File: src/rtl/searchable_lifo_stack_core_defines.svh
// ---------------------------------------------------------------------------
// searchable_lifo_stack_core_defines.svh
// Assertion macros for the searchable LIFO stack core.
// ---------------------------------------------------------------------------
`ifndef SEARCHABLE_LIFO_STACK_CORE_DEFINES_SVH
`define SEARCHABLE_LIFO_STACK_CORE_DEFINES_SVH

`ifndef SYNTHESIS
// Check a condition at every clock edge outside reset.
`define SLSK_ASSERT(label, expr, msg) \
    label: assert property (@(posedge clk) disable iff (!rst_n) (expr)) else $error(msg);
// Check that a condition implies another one in the next cycle.
`define SLSK_ASSERT_NEXT(label, ante, cons, msg) \
    label: assert property (@(posedge clk) disable iff (!rst_n) (ante) |=> (cons)) \
        else $error(msg);
`else
`define SLSK_ASSERT(label, expr, msg)
`define SLSK_ASSERT_NEXT(label, ante, cons, msg)
`endif

`endif

File: src/rtl/slsk_pkg.sv
`timescale 1ns / 1ps
// ---------------------------------------------------------------------------
// slsk_pkg
// Types and constants shared by the searchable LIFO stack core.
// ---------------------------------------------------------------------------
package slsk_pkg;

    localparam int MAX_ENTRIES = 64;
    localparam int ADDR_W      = (MAX_ENTRIES > 1) ? $clog2(MAX_ENTRIES) : 1;
    localparam int DEPTH_W     = $clog2(MAX_ENTRIES + 1);
    localparam int DATA_W      = 32;
    localparam int COUNT_W     = 7;

    localparam logic signed [DATA_W-1:0] EMPTY_TOP = 32'sd9999;

    localparam logic [1:0] OP_PUSH  = 2'd0;
    localparam logic [1:0] OP_POP   = 2'd1;
    localparam logic [1:0] OP_QUERY = 2'd2;

    typedef struct packed {
        logic [1:0]               op;
        logic signed [DATA_W-1:0] value;
    } cmd_t;

    typedef struct packed {
        logic signed [DATA_W-1:0] top_value;
        logic [COUNT_W-1:0]       entry_count;
        logic                     is_empty;
        logic                     is_member;
        logic [COUNT_W-1:0]       less_count;
        logic                     push_dropped;
    } res_t;

endpackage

File: src/rtl/slsk_ram.sv
`timescale 1ns / 1ps
// ---------------------------------------------------------------------------
// slsk_ram
// Simple dual-port RAM: one write port, one read port with registered data.
// ---------------------------------------------------------------------------
module slsk_ram #(
    parameter int DATA_W = 32,
    parameter int DEPTH  = 64,
    parameter int ADDR_W = 6
) (
    input  logic              clk,
    input  logic              wr_en,
    input  logic [ADDR_W-1:0] wr_addr,
    input  logic [DATA_W-1:0] wr_data,
    input  logic              rd_en,
    input  logic [ADDR_W-1:0] rd_addr,
    output logic [DATA_W-1:0] rd_data
);

    logic [DATA_W-1:0] mem [DEPTH];
    logic [DATA_W-1:0] rd_data_reg;

    always_ff @(posedge clk)
    begin
        if (wr_en)
        begin
            mem[wr_addr] <= wr_data;
        end
    end

    always_ff @(posedge clk)
    begin
        if (rd_en)
        begin
            rd_data_reg <= mem[rd_addr];
        end
    end

    assign rd_data = rd_data_reg;

endmodule

File: src/rtl/slsk_ctrl.sv
`timescale 1ns / 1ps
// ---------------------------------------------------------------------------
// slsk_ctrl
// Stack sequencer: applies push or pop, then scans held entries one a cycle.
// ---------------------------------------------------------------------------
module slsk_ctrl
    import slsk_pkg::*;
(
    input  logic              clk,
    input  logic              rst_n,
    input  logic              cmd_valid,
    output logic              cmd_ready,
    input  cmd_t              cmd,
    output logic              done_valid,
    input  logic              done_ready,
    output res_t              done,
    output logic              ram_wr_en,
    output logic [ADDR_W-1:0] ram_wr_addr,
    output logic [DATA_W-1:0] ram_wr_data,
    output logic              ram_rd_en,
    output logic [ADDR_W-1:0] ram_rd_addr,
    input  logic [DATA_W-1:0] ram_rd_data
);

    typedef enum logic [1:0] {
        ST_IDLE,
        ST_SCAN,
        ST_DONE
    } state_t;

    state_t                   state_reg, state_next;
    logic [DEPTH_W-1:0]       depth_reg, depth_next;
    logic [ADDR_W-1:0]        idx_reg, idx_next;
    logic                     issue_reg, issue_next;
    logic                     rd_valid_reg, rd_valid_next;
    logic                     rd_last_reg, rd_last_next;
    logic signed [DATA_W-1:0] key_reg, key_next;
    logic signed [DATA_W-1:0] top_reg, top_next;
    logic [DEPTH_W-1:0]       less_reg, less_next;
    logic                     member_reg, member_next;
    logic                     dropped_reg, dropped_next;

    logic [DEPTH_W-1:0]       new_depth;
    logic                     scan_last;
    logic signed [DATA_W-1:0] entry;

    assign entry     = $signed(ram_rd_data);
    assign scan_last = (DEPTH_W'(idx_reg) + DEPTH_W'(1)) == depth_reg;

    always_comb
    begin
        state_next    = state_reg;
        depth_next    = depth_reg;
        idx_next      = idx_reg;
        issue_next    = issue_reg;
        key_next      = key_reg;
        top_next      = top_reg;
        less_next     = less_reg;
        member_next   = member_reg;
        dropped_next  = dropped_reg;
        new_depth     = depth_reg;
        ram_wr_en     = 1'b0;
        ram_wr_addr   = depth_reg[ADDR_W-1:0];
        ram_wr_data   = cmd.value;
        ram_rd_en     = 1'b0;
        ram_rd_addr   = idx_reg;

        case (state_reg)
            ST_IDLE:
            begin
                if (cmd_valid)
                begin
                    key_next     = cmd.value;
                    dropped_next = 1'b0;
                    member_next  = 1'b0;
                    less_next    = '0;
                    idx_next     = '0;
                    case (cmd.op)
                        OP_PUSH:
                        begin
                            if (depth_reg == DEPTH_W'(MAX_ENTRIES))
                            begin
                                dropped_next = 1'b1;
                            end
                            else
                            begin
                                ram_wr_en = 1'b1;
                                new_depth = depth_reg + DEPTH_W'(1);
                            end
                        end
                        OP_POP:
                        begin
                            if (depth_reg != '0)
                            begin
                                new_depth = depth_reg - DEPTH_W'(1);
                            end
                        end
                        default:
                        begin
                            new_depth = depth_reg;
                        end
                    endcase
                    depth_next = new_depth;
                    if (new_depth == '0)
                    begin
                        top_next   = EMPTY_TOP;
                        state_next = ST_DONE;
                    end
                    else
                    begin
                        issue_next = 1'b1;
                        state_next = ST_SCAN;
                    end
                end
            end
            ST_SCAN:
            begin
                // Issue reads bottom to top; compare the data in the cycle after each read.
                if (issue_reg)
                begin
                    ram_rd_en = 1'b1;
                    idx_next  = idx_reg + ADDR_W'(1);
                    if (scan_last)
                    begin
                        issue_next = 1'b0;
                    end
                end
                if (rd_valid_reg)
                begin
                    if (entry == key_reg)
                    begin
                        member_next = 1'b1;
                    end
                    if (entry < key_reg)
                    begin
                        less_next = less_reg + DEPTH_W'(1);
                    end
                    if (rd_last_reg)
                    begin
                        top_next   = entry;
                        state_next = ST_DONE;
                    end
                end
            end
            ST_DONE:
            begin
                if (done_ready)
                begin
                    state_next = ST_IDLE;
                end
            end
            default:
            begin
                state_next = ST_IDLE;
            end
        endcase
    end

    assign rd_valid_next = ram_rd_en;
    assign rd_last_next  = ram_rd_en && scan_last;

    always_ff @(posedge clk or negedge rst_n)
    begin
        if (!rst_n)
        begin
            state_reg    <= ST_IDLE;
            depth_reg    <= '0;
            idx_reg      <= '0;
            issue_reg    <= 1'b0;
            rd_valid_reg <= 1'b0;
            rd_last_reg  <= 1'b0;
            key_reg      <= '0;
            top_reg      <= '0;
            less_reg     <= '0;
            member_reg   <= 1'b0;
            dropped_reg  <= 1'b0;
        end
        else
        begin
            state_reg    <= state_next;
            depth_reg    <= depth_next;
            idx_reg      <= idx_next;
            issue_reg    <= issue_next;
            rd_valid_reg <= rd_valid_next;
            rd_last_reg  <= rd_last_next;
            key_reg      <= key_next;
            top_reg      <= top_next;
            less_reg     <= less_next;
            member_reg   <= member_next;
            dropped_reg  <= dropped_next;
        end
    end

    assign cmd_ready  = (state_reg == ST_IDLE);
    assign done_valid = (state_reg == ST_DONE);

    always_comb
    begin
        done.top_value    = top_reg;
        done.entry_count  = COUNT_W'(depth_reg);
        done.is_empty     = (depth_reg == '0);
        done.is_member    = member_reg;
        done.less_count   = COUNT_W'(less_reg);
        done.push_dropped = dropped_reg;
    end

endmodule

File: src/rtl/searchable_lifo_stack_core.sv
`timescale 1ns / 1ps
// Flow: one item at a time; the sequencer takes a new command only once it has
//          handed its result to the output register. An empty stack skips the scan,
//          otherwise the scan reads every held entry through the RAM read port.
// Reset: rst_n clears the depth, the sequencer and the output register; the
//          entry RAM is not cleared, and no clearing pass runs.
// ---------------------------------------------------------------------------
// searchable_lifo_stack_core
// Bounded LIFO of signed 32-bit values with membership and less-than search.
// ---------------------------------------------------------------------------
`include "searchable_lifo_stack_core_defines.svh"

module searchable_lifo_stack_core
    import slsk_pkg::*;
(
    input  logic clk,
    input  logic rst_n,
    input  logic cmd_valid,
    output logic cmd_ready,
    input  cmd_t cmd,
    output logic res_valid,
    input  logic res_ready,
    output res_t res
);

    // Sequencer to output register handshake.
    logic done_valid;
    logic done_ready;
    res_t done;

    // RAM ports.
    logic              ram_wr_en;
    logic [ADDR_W-1:0] ram_wr_addr;
    logic [DATA_W-1:0] ram_wr_data;
    logic              ram_rd_en;
    logic [ADDR_W-1:0] ram_rd_addr;
    logic [DATA_W-1:0] ram_rd_data;

    // Output register: holds a finished item so the sequencer can take the
    // next command while the consumer stalls.
    logic res_valid_reg, res_valid_next;
    res_t res_reg, res_next;

    // The entry store. Entry 0 is the bottom of the stack; the top lives at
    // depth - 1. Entries above the depth are never read.
    slsk_ram #(
        .DATA_W (DATA_W),
        .DEPTH  (MAX_ENTRIES),
        .ADDR_W (ADDR_W)
    ) u_ram (
        .clk     (clk),
        .wr_en   (ram_wr_en),
        .wr_addr (ram_wr_addr),
        .wr_data (ram_wr_data),
        .rd_en   (ram_rd_en),
        .rd_addr (ram_rd_addr),
        .rd_data (ram_rd_data)
    );

    // The sequencer applies push or pop at accept (the write lands before
    // the first scan read, so a pushed value is seen by its own query), then
    // streams every held entry through one comparator. The last read is the
    // top entry.
    slsk_ctrl u_ctrl (
        .clk         (clk),
        .rst_n       (rst_n),
        .cmd_valid   (cmd_valid),
        .cmd_ready   (cmd_ready),
        .cmd         (cmd),
        .done_valid  (done_valid),
        .done_ready  (done_ready),
        .done        (done),
        .ram_wr_en   (ram_wr_en),
        .ram_wr_addr (ram_wr_addr),
        .ram_wr_data (ram_wr_data),
        .ram_rd_en   (ram_rd_en),
        .ram_rd_addr (ram_rd_addr),
        .ram_rd_data (ram_rd_data)
    );

    // Load a new item when the register is empty or being drained.
    assign done_ready = !res_valid_reg || res_ready;

    always_comb
    begin
        res_valid_next = res_valid_reg;
        res_next       = res_reg;
        if (done_ready)
        begin
            res_valid_next = done_valid;
            if (done_valid)
            begin
                res_next = done;
            end
        end
    end

    always_ff @(posedge clk or negedge rst_n)
    begin
        if (!rst_n)
        begin
            res_valid_reg <= 1'b0;
            res_reg       <= '0;
        end
        else
        begin
            res_valid_reg <= res_valid_next;
            res_reg       <= res_next;
        end
    end

    assign res_valid = res_valid_reg;
    assign res       = res_reg;

    // An empty stack reports the sentinel and no matches.
    `SLSK_ASSERT(a_empty_result, !(res_valid && res.is_empty) || (res.top_value == EMPTY_TOP && res.entry_count == '0 && !res.is_member && res.less_count == '0), "empty stack result is inconsistent")
    // A dropped push only happens on a full stack.
    `SLSK_ASSERT(a_drop_full, !(res_valid && res.push_dropped) || res.entry_count == COUNT_W'(MAX_ENTRIES), "push dropped while stack not full")
    // One item at a time: no accept in the cycle after an accept.
    `SLSK_ASSERT_NEXT(a_busy_after_accept, cmd_valid && cmd_ready, !cmd_ready, "command taken while busy")

endmodule

File: config.mk
export PLATFORM = sky130hd
export DESIGN_NAME = searchable_lifo_stack_core
export DESIGN_NICKNAME = d
export VERILOG_FILES = /design/src/rtl/slsk_pkg.sv /design/src/rtl/slsk_ram.sv /design/src/rtl/slsk_ctrl.sv /design/src/rtl/searchable_lifo_stack_core.sv
export VERILOG_INCLUDE_DIRS = /design/src /design/src/rtl
export SDC_FILE = /design/constraint.sdc
export NUM_CORES = 2
export LEC_CHECK = 0
export BUFFER_PORTS_ARGS = -buffer_cell sky130_fd_sc_hd__clkbuf_2
export CORE_AREA = 2 2 393 395
export DETAILED_ROUTE_END_ITERATION = 6
export DIE_AREA = 0 0 395 397
export PLACE_DENSITY = 0.76
export SETUP_SLACK_MARGIN = 0.05
export SLEW_MARGIN = 20
export SYNTH_ARGS = -nofsm -noshare
export SYNTH_HDL_FRONTEND = slang
export SYNTH_SLANG_ARGS = --single-unit
File: constraint.sdc
create_clock -name clk -period 4.1 [get_ports clk]
set_clock_uncertainty 0.15 [all_clocks]
set_input_delay 0.41 -clock clk [delete_from_list [all_inputs] [get_ports clk]]
set_output_delay 0.41 -clock clk [all_outputs]
set_load 0.005 [all_outputs]
---- Word-level counts from Yosys, hierarchy flattened ----
Memories as Yosys holds them, arrays and structs flattened. A register that Yosys moved wholly into a read port is not among the register bits.
Index checks and enable logic that the tools add are counted.
operators by class
  add/subtract/negate cells ............... 5
  order comparisons ....................... 1
  equal/unequal tests ..................... 15
  multiplexer cells ....................... 42
  reduce and logical (&&, ||, !) cells .... 17
operators with widths
  cell                                                   number
  2-to-1 mux 32 bit                                      4
  one-hot mux 32 bit (2 select lines)                    1
  2-to-1 mux 7 bit                                       7
  == test 32 bit                                         1
  < comparator 32 bit                                    1
  one-hot mux 7 bit (2 select lines)                     2
  2-to-1 mux 1 bit                                       17
  adder 7 x 1 -> 7 bit, second input constant            2
  zero test 7 bit                                        2
  inequality test 2 x 1 -> 1 bit, second input constant  7
  2-to-1 mux 6 bit                                       2
  one-hot mux 6 bit (2 select lines)                     1
  AND reduction 4 bit                                    3
  2-to-1 mux 2 bit                                       5
  adder 6 x 1 -> 7 bit, second input constant            1
  == test 7 bit                                          1
  == test 7 bit, second input constant                   1
  nonzero test 7 bit                                     1
  subtractor 7 x 1 -> 7 bit, second input constant       1
  adder 6 x 1 -> 6 bit, second input constant            1
  one-hot mux 2 bit (3 select lines)                     1
  AND reduction 3 bit                                    2
  AND reduction 5 bit                                    1
  == test 2 x 1 -> 1 bit, second input constant          2
  other kinds (9)                                        13
storage, ports and cells
  flip-flop bits (word level) ............. 141
  RAM bits ................................ 2048
  input port bits ......................... 38
  output and inout port bits .............. 51
  logic and storage cells ................. 99
  memories kept ........................... 1
memory list
  memory     depth  bits a word  rd ports  clocked after memory_dff  wr ports  RTL line        text
  u_ram.mem  64     32           1         1                         1         slsk_ram.sv:20  logic [DATA_W-1:0] mem [DEPTH];

---- Logic depth before layout (Yosys ltp) ----
  depth in word-level cells ............... 9
  gate-level depth with buffers ........... 11
  mapped depth without buffers ............ 9

---- Cells and area by module ----
A second synthesis with hierarchy kept.
second synthesis, totals
  cell total of the unflattened synthesis .. 4047
  area, all modules ....................... 86086.3 sq um
modules (own cells, without submodules)
  module                      instances  cells an instance  area an instance (sq um)  sequential area each (sq um)
  slsk_ram                    1          3324               78835.6                   62459.9
  slsk_ctrl                   1          616                5341.4                    2277.2
  searchable_lifo_stack_core  1          107                1909.3                    1251.2

---- Worst setup path before layout ----
OpenSTA, ideal clock, no wires.
  path kind ............................... register to register
  start ................................... register u_ctrl.depth_reg[0]
  end ..................................... memory u_ram.mem[58][0] (enable)
  setup time .............................. 0.421 ns
  arrival ................................. 3.317 ns
  required time ........................... 3.529 ns
  slack ................................... 0.212 ns
  stages on the path, launching flop included .. 9
  buffers on the path ..................... 1
  period minus slack after synthesis ...... 3.888 ns
  cells stage by stage .................... dfrtp_1 > clkbuf_1 > inv_1 > ha_1 > or3b_4 > o41ai_4 > nor3_1 > nand3_1 > nor2_1
between the ends
  longest elaborated chain between the ends .. 7
ends and longest elaborated chain
  element                                 RTL line          text
  start, declared                         slsk_ctrl.sv:32   logic [DEPTH_W-1:0] depth_reg, depth_next;
  start signal, assigned                  slsk_ctrl.sv:181  depth_reg <= depth_next;
  == test 7 bit                           slsk_ctrl.sv:81   if (depth_reg == DEPTH_W'(MAX_ENTRIES))
  2-to-1 mux 1 bit                        slsk_ctrl.sv:81
  2-to-1 mux 1 bit                        slsk_ctrl.sv:78   case (cmd.op)
  2-to-1 mux 1 bit                        slsk_ctrl.sv:71   if (cmd_valid)
  2-to-1 mux 1 bit                        slsk_ctrl.sv:68   case (state_reg)
  2-to-1 mux 1 bit                        slsk_ram.sv:25    if (wr_en)
  2-to-1 mux 1 bit (implied by the code)  slsk_ram.sv:27    mem[wr_addr] <= wr_data;
  end, declared                           slsk_ram.sv:20
Parallel ways exist; a longest one is shown, timed or not.

==> impl_metrics.env <==
export IMPL_powerDensity_mw_per_mm2=648
export IMPL_design_core_area_sq_mm=0.153
export IMPL_track_usage_pct=29.1
export IMPL_post_place_ws_ps=513
export IMPL_nets=4983
export IMPL_ctsResizeCount=0
export IMPL_grt_max_degree=105
export IMPL_start_util_pct=56.6
export IMPL_antenna_found_initial=11
export IMPL_leakage_nw=32.5
export IMPL_crit_arrival_ps=4050
export IMPL_post_cts_buffers=0
export IMPL_violations="DRC"
export IMPL_endpoint_kind="flip-flop"
export IMPL_ios=89
export IMPL_synth_fp_nets=4658
export IMPL_vias=47792
export IMPL_largest_reg_flops=2048
export IMPL_min_delay_start="cmd[12]"
export IMPL_totalWireLength_mm=228
export IMPL_area_growth_syn_to_layout_pct=13.7
export IMPL_seq_power_share_pct=41.9
export IMPL_final_antenna_net_count=0
export IMPL_drive_gt1_share_pct=21.1
export IMPL_switching_share_pct=31.8
export IMPL_p_comb_share_pct=28.9
export IMPL_ys_ff_latch=2221
export IMPL_final_util_pct=64.4
export IMPL_final_max_slew_violation_count=0
export IMPL_root_buffer="clkbuf_16"
export IMPL_placed_cell_area_sq_mm=0.0917
export IMPL_cap_viol_max_count=0
export IMPL_drtIter0Drc=6666
export IMPL_cp_start_kind="flip-flop"
export IMPL_clockBufferDepth=3
export IMPL_hold_path_class="input port to flip-flop"
export IMPL_worstSkewPairLatency_ps=860
export IMPL_grt_ovfl_total=0
export IMPL_postLayoutCellArea_sq_mm=0.0985
export IMPL_via_per_inst=6.70
export IMPL_cts_hold_buffers=6
export IMPL_hold_viol_final=0
export IMPL_cts_tree="built"
export IMPL_multi_input_area_sq_mm=0.0198
export IMPL_rows=144
export IMPL_p_clk_share_pct=29.3
export IMPL_synthTopCellsByArea="edfxtp_1 72%, mux4_2 7.0%, mux2i_1 5.7%"
export IMPL_fin_hold_ws_ps=63.9
export IMPL_seq_area_sq_mm=0.0660
export IMPL_grt_pass1_wl_mm=328
export IMPL_finalSetupViolCount=0
export IMPL_syn_cell_area_sq_mm=0.0866
export IMPL_cts_buffers=210
export IMPL_ys_seq_area_share_pct=76.2
export IMPL_fillers=9808
export IMPL_grt_pass1_vias=47469
export IMPL_worst_pin_slew_ps=1120
export IMPL_p_int_w=0.0435
export IMPL_post_synth_top_count_cell="edfxtp_1"
export IMPL_r2r_start="u_ctrl.ram_rd_addr[0]"
export IMPL_fin_setup_tns_ps=0
export IMPL_clock_fmax_mhz=274
export IMPL_crit_type="flip-flop to flip-flop"
export IMPL_synth_warnings=0
export IMPL_synth_top_cell_by_area="edfxtp_1"
export IMPL_synth_cells=4584
export IMPL_grt_setup_unrepaired="false"
export IMPL_ys_flop_type="edfxtp_1"
export IMPL_synth_top_cells_by_count="2080 x edfxtp_1, 497 x mux2i_1, 270 x mux4_2, 247 x o221ai_1, 207 x a21oi_1"
export IMPL_dp_hpwl_mm=135
export IMPL_firstDrtPassIters=7
export IMPL_detail_route_wl_per_cell_microns=31.9
export IMPL_die_area_sq_mm=0.157
export IMPL_finalCritPeriodShare_pct=89.0
export IMPL_post_synth_num_cell_types=67
export IMPL_startpoint="u_ctrl.ram_rd_addr[0]"
export IMPL_gp_congestion=0.921
export IMPL_synth_top_cell_area_share_pct=72.1
export IMPL_irDropWorstVdd_mv=0.503
export IMPL_fin_ws_ps=450
export IMPL_status="finished with violations"
export IMPL_fin_crit_ps=3650
export IMPL_synth_edf_count=2080
export IMPL_fp_dieH_microns=397
export IMPL_io_buffers=88
export IMPL_route_detailed_drc=1
export IMPL_power_switching_w=0.0203
export IMPL_ctsHtreeMaxLevel=4
export IMPL_clock_sinks=2221
export IMPL_async_flop_share_pct=6.35
export IMPL_syn_area_per_cell_sq_um=18.9
export IMPL_slew_headroom_pct=25.3
export IMPL_worstPathRequired_ps=4500
export IMPL_clk_pin_slew_worst_paths_ps=60
export IMPL_cp_max_fo=42
export IMPL_die_w_microns=395
## metrics by stage
stage | total power, W | cells
floorplan | 0.0376 | 4584
global placement | 0.0449 | 6724
detailed placement | 0.0452 | 6732
CTS | 0.0637 | 7130
global route | 0.0658 | 7133
finish | 0.0638 | 7137
## per-layer routing
layer	track usage (%)	vias to the layer above	routed length, microns
li1	-	19584	-
met1	39.8	24447	83900
met2	45.1	3218	106000
met3	6.53	533	26400
met4	13.5	10	11400
met5	0	-	55
## worst max-delay path, cell delays in order (launching register included)
cell	delay, ps
dfrtp_4	650
buf_12	240
buf_4	280
buf_12	330
mux4_2	560
o22ai_1	150
nor2_1	120
a21oi_1	650
a21oi_1	140
## power groups by stage
stage	combinational (W)	sequential (W)	clock, W
after floorplan	0.0110	0.0266	0
after global placement	0.0178	0.0271	0
after detailed placement	0.0180	0.0271	0
after CTS	0.0182	0.0267	0.0188
after global routing	0.0193	0.0267	0.0197
final	0.0184	0.0267	0.0187
## cells in the final DEF (no fill, tap or decap), types with 25 or more instances in the layout
cell	count
a211oi_1	32
a21oi_1	207
a22oi_1	25
buf_12	36
buf_4	254
clkbuf_1	56
clkbuf_16	212
clkbuf_2	83
clkinv_1	52
clkinv_2	36
dfrtp_1	136
edfxtp_1	2080
ha_1	36
inv_1	41
mux2_2	44
mux2i_1	497
mux4_2	270
nand2_1	105
nor2_1	92
nor2_4	65
nor3_1	66
o21ai_0	79
o221ai_1	247
o22ai_1	133
## layout make-up
cell class / instances / share of cell area, %
Multi-Input combinational cell: 2040 / 20.1
Clock inverter: 119 / 1.02
Clock buffer: 273 / 5.67
Antenna cell: 4 / 0.0102
Tap cell: 2044 / 2.60
Sequential cell: 2221 / 67.0
Timing Repair Buffer: 393 / 3.42
Inverter: 43 / 0.174
## cell families after synthesis
logic type | count (synthesis) | synth area share, %
DFF | 2221 | 76.2
AOI/OAI and AO/OA | 775 | 6.15
buffers and inverters | 323 | 1.56
and+or+nand+nor | 409 | 2.13
muxes | 811 | 13.3
adders and majority gates | 36 | 0.520
xor gates and xnor gates | 9 | 0.0910
## final timing paths
kind                                            to  depth (start not counted)  slack, ps
worst min-delay path             u_ram.mem[15][12]                          1         60
worst min register to register   u_ctrl.key_reg[0]                          2        340
max in group asynchronous       u_ctrl.key_reg[15]                          5       2360
min in group asynchronous                  res[17]                          3        440
worst max register to register    u_ram.rd_data[4]                          8        450
worst max-delay path              u_ram.rd_data[4]                          8        450
(Power assumes the default switching activity.)
